--- config.mk ---
export PLATFORM = sky130hd
export DESIGN_NAME = seven_segment_lcd_image_builder_top
export DESIGN_NICKNAME = d
export VERILOG_FILES = /design/src/design/lcdimg_pkg.sv /design/src/design/lcdimg_char_dec.sv /design/src/design/seven_segment_lcd_image_builder_top.sv
export SDC_FILE = /design/constraint.sdc
export NUM_CORES = 1
export LEC_CHECK = 0
export BUFFER_PORTS_ARGS = -buffer_cell sky130_fd_sc_hd__buf_2
export CAP_MARGIN = 10
export CORE_MARGIN = 4
export CORE_UTILIZATION = 50
export DETAILED_ROUTE_END_ITERATION = 8
export PLACE_DENSITY = 0.76
export RECOVER_POWER = 25
export SKIP_LAST_GASP = 1
export SYNTH_ARGS = -nofsm -noshare
export SYNTH_HDL_FRONTEND = slang
export SYNTH_SLANG_ARGS = --single-unit
--- constraint.sdc ---
create_clock -name i_clk -period 6.8 [get_ports i_clk]
set_input_delay 1.7 -clock i_clk [delete_from_list [all_inputs] [get_ports i_clk]]
set_output_delay 1.7 -clock i_clk [all_outputs]
set_load 0.05 [all_outputs]
--- src/design/lcdimg_pkg.sv ---
`timescale 1ns / 1ps
// ----------------------------------------------------------------------------
// lcdimg_pkg
// Shared types, glyph tables and pin placement helpers for the LCD image
// builder (6 digits, 4 commons, 10-byte segment RAM image).
// ----------------------------------------------------------------------------
package lcdimg_pkg;

    // Seven-segment pattern, bit 0 = segment a ... bit 6 = segment g
    typedef logic [6:0] t_seg_pat;

    localparam int DIGIT_COUNT = 6;
    localparam int SEG_COUNT   = 7;
    localparam int IMG_BITS    = 80;

    localparam t_seg_pat SEG_A = 7'h01;
    localparam t_seg_pat SEG_B = 7'h02;
    localparam t_seg_pat SEG_C = 7'h04;
    localparam t_seg_pat SEG_D = 7'h08;
    localparam t_seg_pat SEG_E = 7'h10;
    localparam t_seg_pat SEG_F = 7'h20;
    localparam t_seg_pat SEG_G = 7'h40;

    // Character codes with a glyph of their own
    localparam logic [7:0] CHR_0 = 8'h30;
    localparam logic [7:0] CHR_9 = 8'h39;
    localparam logic [7:0] CHR_A = 8'h41;
    localparam logic [7:0] CHR_B = 8'h42;
    localparam logic [7:0] CHR_C = 8'h43;
    localparam logic [7:0] CHR_D = 8'h44;
    localparam logic [7:0] CHR_E = 8'h45;
    localparam logic [7:0] CHR_F = 8'h46;
    localparam logic [7:0] CHR_L = 8'h4C;
    localparam logic [7:0] CHR_O = 8'h4F;
    localparam logic [7:0] CHR_S = 8'h53;
    localparam logic [7:0] CHR_T = 8'h54;

    localparam logic [3:0] DEC_RADIX = 4'd10;

    // Icon positions on the glass
    localparam int ICON_T_PIN     = 1;
    localparam int ICON_COLON_PIN = 6;
    localparam int ICON_DOT_PIN   = 9;
    localparam int ICON_COM       = 3;

    // Decimal digit patterns
    function automatic t_seg_pat digit_pat(input logic [3:0] v);
        t_seg_pat p;
        case (v)
            4'd0:    p = SEG_A | SEG_B | SEG_C | SEG_D | SEG_E | SEG_F;
            4'd1:    p = SEG_B | SEG_C;
            4'd2:    p = SEG_A | SEG_B | SEG_D | SEG_E | SEG_G;
            4'd3:    p = SEG_A | SEG_B | SEG_C | SEG_D | SEG_G;
            4'd4:    p = SEG_B | SEG_C | SEG_F | SEG_G;
            4'd5:    p = SEG_A | SEG_C | SEG_D | SEG_F | SEG_G;
            4'd6:    p = SEG_A | SEG_C | SEG_D | SEG_E | SEG_F | SEG_G;
            4'd7:    p = SEG_A | SEG_B | SEG_C;
            4'd8:    p = SEG_A | SEG_B | SEG_C | SEG_D | SEG_E | SEG_F | SEG_G;
            4'd9:    p = SEG_A | SEG_B | SEG_C | SEG_D | SEG_F | SEG_G;
            default: p = '0;
        endcase
        return p;
    endfunction

    // Nibble to upper-case hex ASCII
    function automatic logic [7:0] hex_char(input logic [3:0] v);
        logic [7:0] c;
        if (v < DEC_RADIX) begin
            c = CHR_0 + {4'd0, v};
        end else begin
            c = CHR_A + {4'd0, v - DEC_RADIX};
        end
        return c;
    endfunction

    // Pin offset within a digit for segments a..g
    function automatic int seg_pin_off(input int s);
        return (s < 3) ? 1 : 0;
    endfunction

    // Glass common for segments a..g
    function automatic int seg_com(input int s);
        int c;
        case (s)
            0:       c = 0;
            1:       c = 1;
            2:       c = 2;
            3:       c = 3;
            4:       c = 2;
            5:       c = 0;
            default: c = 1;
        endcase
        return c;
    endfunction

    // Flat image bit for a glass pin and common: byte seg/2, nibble by seg parity
    function automatic logic [6:0] img_bit(input int pin, input int com);
        int seg;
        int pos;
        seg = 19 - pin;
        pos = ((seg >> 1) << 3) + ((seg & 1) << 2) + (3 - com);
        return pos[6:0];
    endfunction

endpackage

--- src/design/lcdimg_char_dec.sv ---
`timescale 1ns / 1ps
// ----------------------------------------------------------------------------
// lcdimg_char_dec
// Character decoder: raw 0-9, ASCII digits and ten letter glyphs to a
// seven-segment pattern; any other code decodes to blank.
// ----------------------------------------------------------------------------
module lcdimg_char_dec
    import lcdimg_pkg::*;
(
    input  logic [7:0] i_code,
    output t_seg_pat   o_pat
);

    // Pick digit table, ASCII digit table or letter glyph
    always_comb begin
        if (i_code < {4'd0, DEC_RADIX}) begin
            o_pat = digit_pat(i_code[3:0]);
        end else if (i_code >= CHR_0 && i_code <= CHR_9) begin
            o_pat = digit_pat(i_code[3:0]);
        end else begin
            case (i_code)
                CHR_A:   o_pat = SEG_A | SEG_B | SEG_C | SEG_E | SEG_F | SEG_G;
                CHR_B:   o_pat = SEG_C | SEG_D | SEG_E | SEG_F | SEG_G;
                CHR_C:   o_pat = SEG_A | SEG_D | SEG_E | SEG_F;
                CHR_D:   o_pat = SEG_B | SEG_C | SEG_D | SEG_E | SEG_G;
                CHR_E:   o_pat = SEG_A | SEG_D | SEG_E | SEG_F | SEG_G;
                CHR_F:   o_pat = SEG_A | SEG_E | SEG_F | SEG_G;
                CHR_S:   o_pat = SEG_A | SEG_C | SEG_D | SEG_F | SEG_G;
                CHR_L:   o_pat = SEG_D | SEG_E | SEG_F;
                CHR_O:   o_pat = SEG_C | SEG_D | SEG_E | SEG_G;
                CHR_T:   o_pat = SEG_D | SEG_E | SEG_F | SEG_G;
                default: o_pat = '0;
            endcase
        end
    end

endmodule

--- src/design/seven_segment_lcd_image_builder_top.sv ---
`timescale 1ns / 1ps
// ----------------------------------------------------------------------------
// seven_segment_lcd_image_builder_top
// Forms the 10-byte segment RAM image and blink setting for a 6-digit,
// 4-common LCD from mode bits, six character codes and six icon flags.
// ----------------------------------------------------------------------------
// Channel   Direction  Handshake               Beat
// command   in         start, busy             mode bits, char0..5, icon flags
// result    out        o_done (strobe)         ram_low, ram_high, blink_enable
// config    in         i_cfg_valid/o_cfg_ready slot number
//
// One beat per cycle; busy is always low. A command beat goes through the
// input register, then the result register. o_done is high for a single
// cycle; the result holds until the next. The receiver cannot stall the result.
// Synchronous active-low reset clears the valid flags and the slot number.
// ----------------------------------------------------------------------------
module seven_segment_lcd_image_builder_top
    import lcdimg_pkg::*;
(
    input  logic        i_clk,
    input  logic        i_rst_n,
    input  logic        start,
    output logic        busy,
    input  logic        i_blank,
    input  logic        i_identify,
    input  logic        i_flashing,
    input  logic [7:0]  i_char0,
    input  logic [7:0]  i_char1,
    input  logic [7:0]  i_char2,
    input  logic [7:0]  i_char3,
    input  logic [7:0]  i_char4,
    input  logic [7:0]  i_char5,
    input  logic [5:0]  i_icon_flags,
    input  logic        i_cfg_valid,
    output logic        o_cfg_ready,
    input  logic [7:0]  i_cfg_data,
    output logic        o_done,
    output logic [63:0] o_ram_low,
    output logic [15:0] o_ram_high,
    output logic        o_blink_enable
);

    logic                r_in_valid;
    logic                r_blank;
    logic                r_identify;
    logic                r_flashing;
    logic [7:0]          r_char [DIGIT_COUNT];
    logic [5:0]          r_icons;
    logic [7:0]          r_slot;
    logic                r_done;
    logic [IMG_BITS-1:0] r_img;
    logic                r_blink;

    logic [7:0]          w_code [DIGIT_COUNT];
    t_seg_pat            w_pat  [DIGIT_COUNT];
    logic [IMG_BITS-1:0] n_img;
    logic                n_blink;

    assign busy        = 1'b0;
    assign o_cfg_ready = 1'b1;

    // Slot number register
    always_ff @(posedge i_clk) begin
        if (!i_rst_n) begin
            r_slot <= '0;
        end else if (i_cfg_valid && o_cfg_ready) begin
            r_slot <= i_cfg_data;
        end
    end

    // Capture the command beat
    always_ff @(posedge i_clk) begin
        if (!i_rst_n) begin
            r_in_valid <= 1'b0;
        end else begin
            r_in_valid <= start && !busy;
        end
    end

    always_ff @(posedge i_clk) begin
        if (start && !busy) begin
            r_blank    <= i_blank;
            r_identify <= i_identify;
            r_flashing <= i_flashing;
            r_char[0]  <= i_char0;
            r_char[1]  <= i_char1;
            r_char[2]  <= i_char2;
            r_char[3]  <= i_char3;
            r_char[4]  <= i_char4;
            r_char[5]  <= i_char5;
            r_icons    <= i_icon_flags;
        end
    end

    // Identify mode shows SLOT and the hex slot number
    always_comb begin
        if (r_identify) begin
            w_code[0] = CHR_S;
            w_code[1] = CHR_L;
            w_code[2] = CHR_O;
            w_code[3] = CHR_T;
            w_code[4] = hex_char(r_slot[7:4]);
            w_code[5] = hex_char(r_slot[3:0]);
        end else begin
            for (int d = 0; d < DIGIT_COUNT; d++) begin
                w_code[d] = r_char[d];
            end
        end
    end

    // Decode each digit position
    for (genvar g = 0; g < DIGIT_COUNT; g++) begin : g_dec
        lcdimg_char_dec u_dec (
            .i_code (w_code[g]),
            .o_pat  (w_pat[g])
        );
    end

    // Place segments and, outside identify mode, icons on the image; set blink. Blank leaves all clear
    always_comb begin
        n_img   = '0;
        n_blink = 1'b0;
        if (!r_blank) begin
            for (int d = 0; d < DIGIT_COUNT; d++) begin
                for (int s = 0; s < SEG_COUNT; s++) begin
                    if (w_pat[d][s]) begin
                        n_img[img_bit(2 + 2 * d + seg_pin_off(s), seg_com(s))] = 1'b1;
                    end
                end
            end
            if (r_identify) begin
                n_blink = 1'b1;
            end else begin
                for (int k = 0; k < 4; k++) begin
                    if (r_icons[k]) begin
                        n_img[img_bit(ICON_T_PIN, k)] = 1'b1;
                    end
                end
                if (r_icons[4]) begin
                    n_img[img_bit(ICON_COLON_PIN, ICON_COM)] = 1'b1;
                end
                if (r_icons[5]) begin
                    n_img[img_bit(ICON_DOT_PIN, ICON_COM)] = 1'b1;
                end
                n_blink = r_flashing;
            end
        end
    end

    // Result register, strobed for one cycle
    always_ff @(posedge i_clk) begin
        if (!i_rst_n) begin
            r_done <= 1'b0;
        end else begin
            r_done <= r_in_valid;
        end
    end

    always_ff @(posedge i_clk) begin
        if (r_in_valid) begin
            r_img   <= n_img;
            r_blink <= n_blink;
        end
    end

    assign o_done         = r_done;
    assign o_ram_low      = r_img[63:0];
    assign o_ram_high     = r_img[79:64];
    assign o_blink_enable = r_blink;

endmodule
==> results_dict.tcl <==
set metrics [dict create \
    finalMaxSlewViolations 144 \
    rsz0062_at_grt "no" \
    synth-warning-count 0 \
    critPathMaxFanout 48 \
    synth_most_common_cell "edfxtp_1" \
    cts_hold_buffers 0 \
    cts_setup_buffers 0 \
    fin_cells 1091 \
    hold_viol_final 0 \
    timing.fmax_ghz 0.222 \
    ios 153 \
    drc 0 \
    synth-main-ff-cell "edfxtp_1" \
    placed_cells 1058 \
    core_um2 15100 \
    synth_seq_area_share_pct 43.6 \
    first_global_vias 5789 \
    gp_congestion 0.957 \
    critPathLaunchType "register" \
    setup_viol 0 \
    synth-seq-cells 115 \
    p_leak_nw 3.38 \
    cts_max_path_buffers 2 \
    synth_area_leaders "edfxtp_1 41%, ha_1 5.4%, a21oi_1 4.0%" \
    async_flop_share_pct 0 \
    avgViaCountPerCell 5.75 \
    grt-ovfl-total 0 \
    final_nets 991 \
    relSlewSlack_pct -75.1 \
    first_iter_violations 826 \
    tns_ns 0 \
    finalCriticalPeriod_ns 4.50 \
    dieHeight_um 132 \
    dr.pass1.iters 5 \
    netlist_instances 789 \
    skew_ns 0.00569 \
    fin_crit_sh_pct 66.2 \
    core.rowCount 45 \
    vias 6276 \
    die_area_um2 17400 \
    netlist.area_leader.share_pct 41.0 \
    status "finished, violations left" \
    p_per_area_nw_per_um2 254 \
    cts.sinks 115 \
    yosysTopAreaCell "edfxtp_1" \
    grt_pass1_wl_um 28600 \
    cp.required_ns 6.87 \
    grt_max_degree 59 \
    worst_slew_pin_slew_ns 2.63 \
    clkTransAtPathRegs_ns 0.06 \
    drv_cap 3 \
    path_class "register to register" \
    io_buffers 117 \
    cp-end-kind "register" \
    cts_resized 0 \
    cts_tree "done" \
    crit_arrival_ns 4.57 \
    max-vdd-ir-drop_mv 0.224 \
    cts_inserted_buffers 17 \
    wl_per_cell_um 16.0 \
    antenna_found_initial 1 \
    grtUsageTotal_pct 20.1 \
    cts.htree.levels 4 \
    hold_class "register to register" \
    finalWirelength_um 17400 \
    hpwl_um 12500 \
    failed_checks "max-capacitance violations, max-slew violations" \
    mappedNetlistArea_um2 7680 \
    areaGrowthSynthToFinish_pct 14.1 \
    insertion_delay_ns 0.42 \
    yosysUniqueCellTypes 83 \
    syn_avg_cell_area_um2 9.74 \
    root_buffer "clkbuf_16" \
    timing.hold.ws_ns 0.517 \
    yosys-top-cells-count "105 x edfxtp_1, 68 x nor2_1, 61 x a21oi_1, 61 x nand2_1, 46 x o21ai_0" \
    drive_above_1_share_pct 21.2 \
    die_w_um 132 \
    ant_nets 0 \
    finalPower_mw 2.23 \
    synth_edf_count 105 \
    start_util_pct 50.7 \
]
## layer usage
layer	GRT usage, %	vias to the layer above	part of all wire [%]
met5	0	-	0
met4	7.29	0	2.2
met3	5.23	31	6.9
met2	32.2	266	48
met1	26.3	2914	43
li1	-	3065	-
## registers in the layout (all words and copies together) (netlist names)
name	count
r_char	48
r_img	47
r_slot	8
r_icons	6
o_blink_enable	1
o_done	1
r_blank	1
r_flashing	1
r_identify	1
r_in_valid	1
## report_power, final
group / switching, mW / total, mW / internal (mW)
sequential: 0.0449 / 0.881 / 0.836
clock: 0.314 / 0.849 / 0.535
combinational: 0.343 / 0.501 / 0.158
total: 0.702 / 2.23 / 1.53
## metrics by stage
stage / util, % / setup slack [ns] / instance area, um^2
after global routing: 57.9 / 1.85 / 8770
after CTS: 58.0 / 3.73 / 8780
after floorplan: - / 3.75 / 7810
after global placement: 54.2 / 3.80 / 8210
final: 57.9 / 2.30 / 8770
after detailed placement: 54.2 / 3.73 / 8210
## final timing paths
| path | slack, ns | cells past startpoint | to | from |
|---|---|---|---|---|
| worst min register to register | 0.52 | 1 | r_img[72]$_SDFFCE_PP0P_ | r_icons[3]$_DFFE_PP_ |
| worst max-delay path | 2.30 | 8 | r_img[39]$_SDFFCE_PP0P_ | r_identify$_DFFE_PP_ |
| worst max register to register | 2.30 | 8 | r_img[39]$_SDFFCE_PP0P_ | r_identify$_DFFE_PP_ |
| worst min-delay path | 0.52 | 1 | r_img[72]$_SDFFCE_PP0P_ | r_icons[3]$_DFFE_PP_ |
## kinds of logic (layout without fill, tap and decap cells)
family / after synthesis / after routing / synth area share, %
AO/OA/AOI/OAI: 256 / 256 / 23.4
multiplexers: 16 / 16 / 2.18
flip-flops: 115 / 115 / 43.6
buffers and inverters: 105 / 185 / 7.46
other: 2 / 36 / 0.0977
adder cells (fa/ha/maj): 33 / 33 / 5.37
AND/OR/NAND/NOR: 252 / 252 / 16.7
XOR/XNOR: 10 / 10 / 1.14
## worst max-delay path, cell delays in order, from the launching register on
cell      delay, ns
edfxtp_1       0.33
clkbuf_1       1.65
a31oi_2        0.46
ha_1           0.49
o221ai_1       0.28
a21oi_1        0.14
a21oi_2        0.31
nor3b_1        0.37
a211oi_1       0.12
## cell usage in the layout (no fill, tap or decap), drive strengths merged, types with 6 or more instances in the layout
master  Yosys  routed
nor2       70      70
nand3      15      15
a21o       12      12
and2       12      12
inv        31      33
nand2b     16      16
a32oi       7       7
a21boi      8       8
o21a        7       7
clkbuf     22      21
o21ai      54      54
o22ai       9       9
mux2        6       6
buf        52     119
conb        2      35
o211ai      9       9
nor2b      24      24
a21oi      64      64
a31oi      21      21
edfxtp    105     105
nor4        6       6
nor3       16      16
a211oi     14      14
nand2      61      61
dfxtp      10      10
a221oi      8       8
mux2i      10      10
and3        7       7
a22oi       7       7
ha         33      33
## cell type report
cell class / count / area (um^2)
Multi-Input combinational cell: 602 / 3880
Antenna cell: 1 / 2.50
Tap cell: 188 / 235
Inverter: 31 / 116
Clock inverter: 14 / 138
Sequential cell: 115 / 3350
Clock buffer: 18 / 429
Timing Repair Buffer: 122 / 612
Fill cell: 1321 / 6380
(Power assumes the default switching activity.)
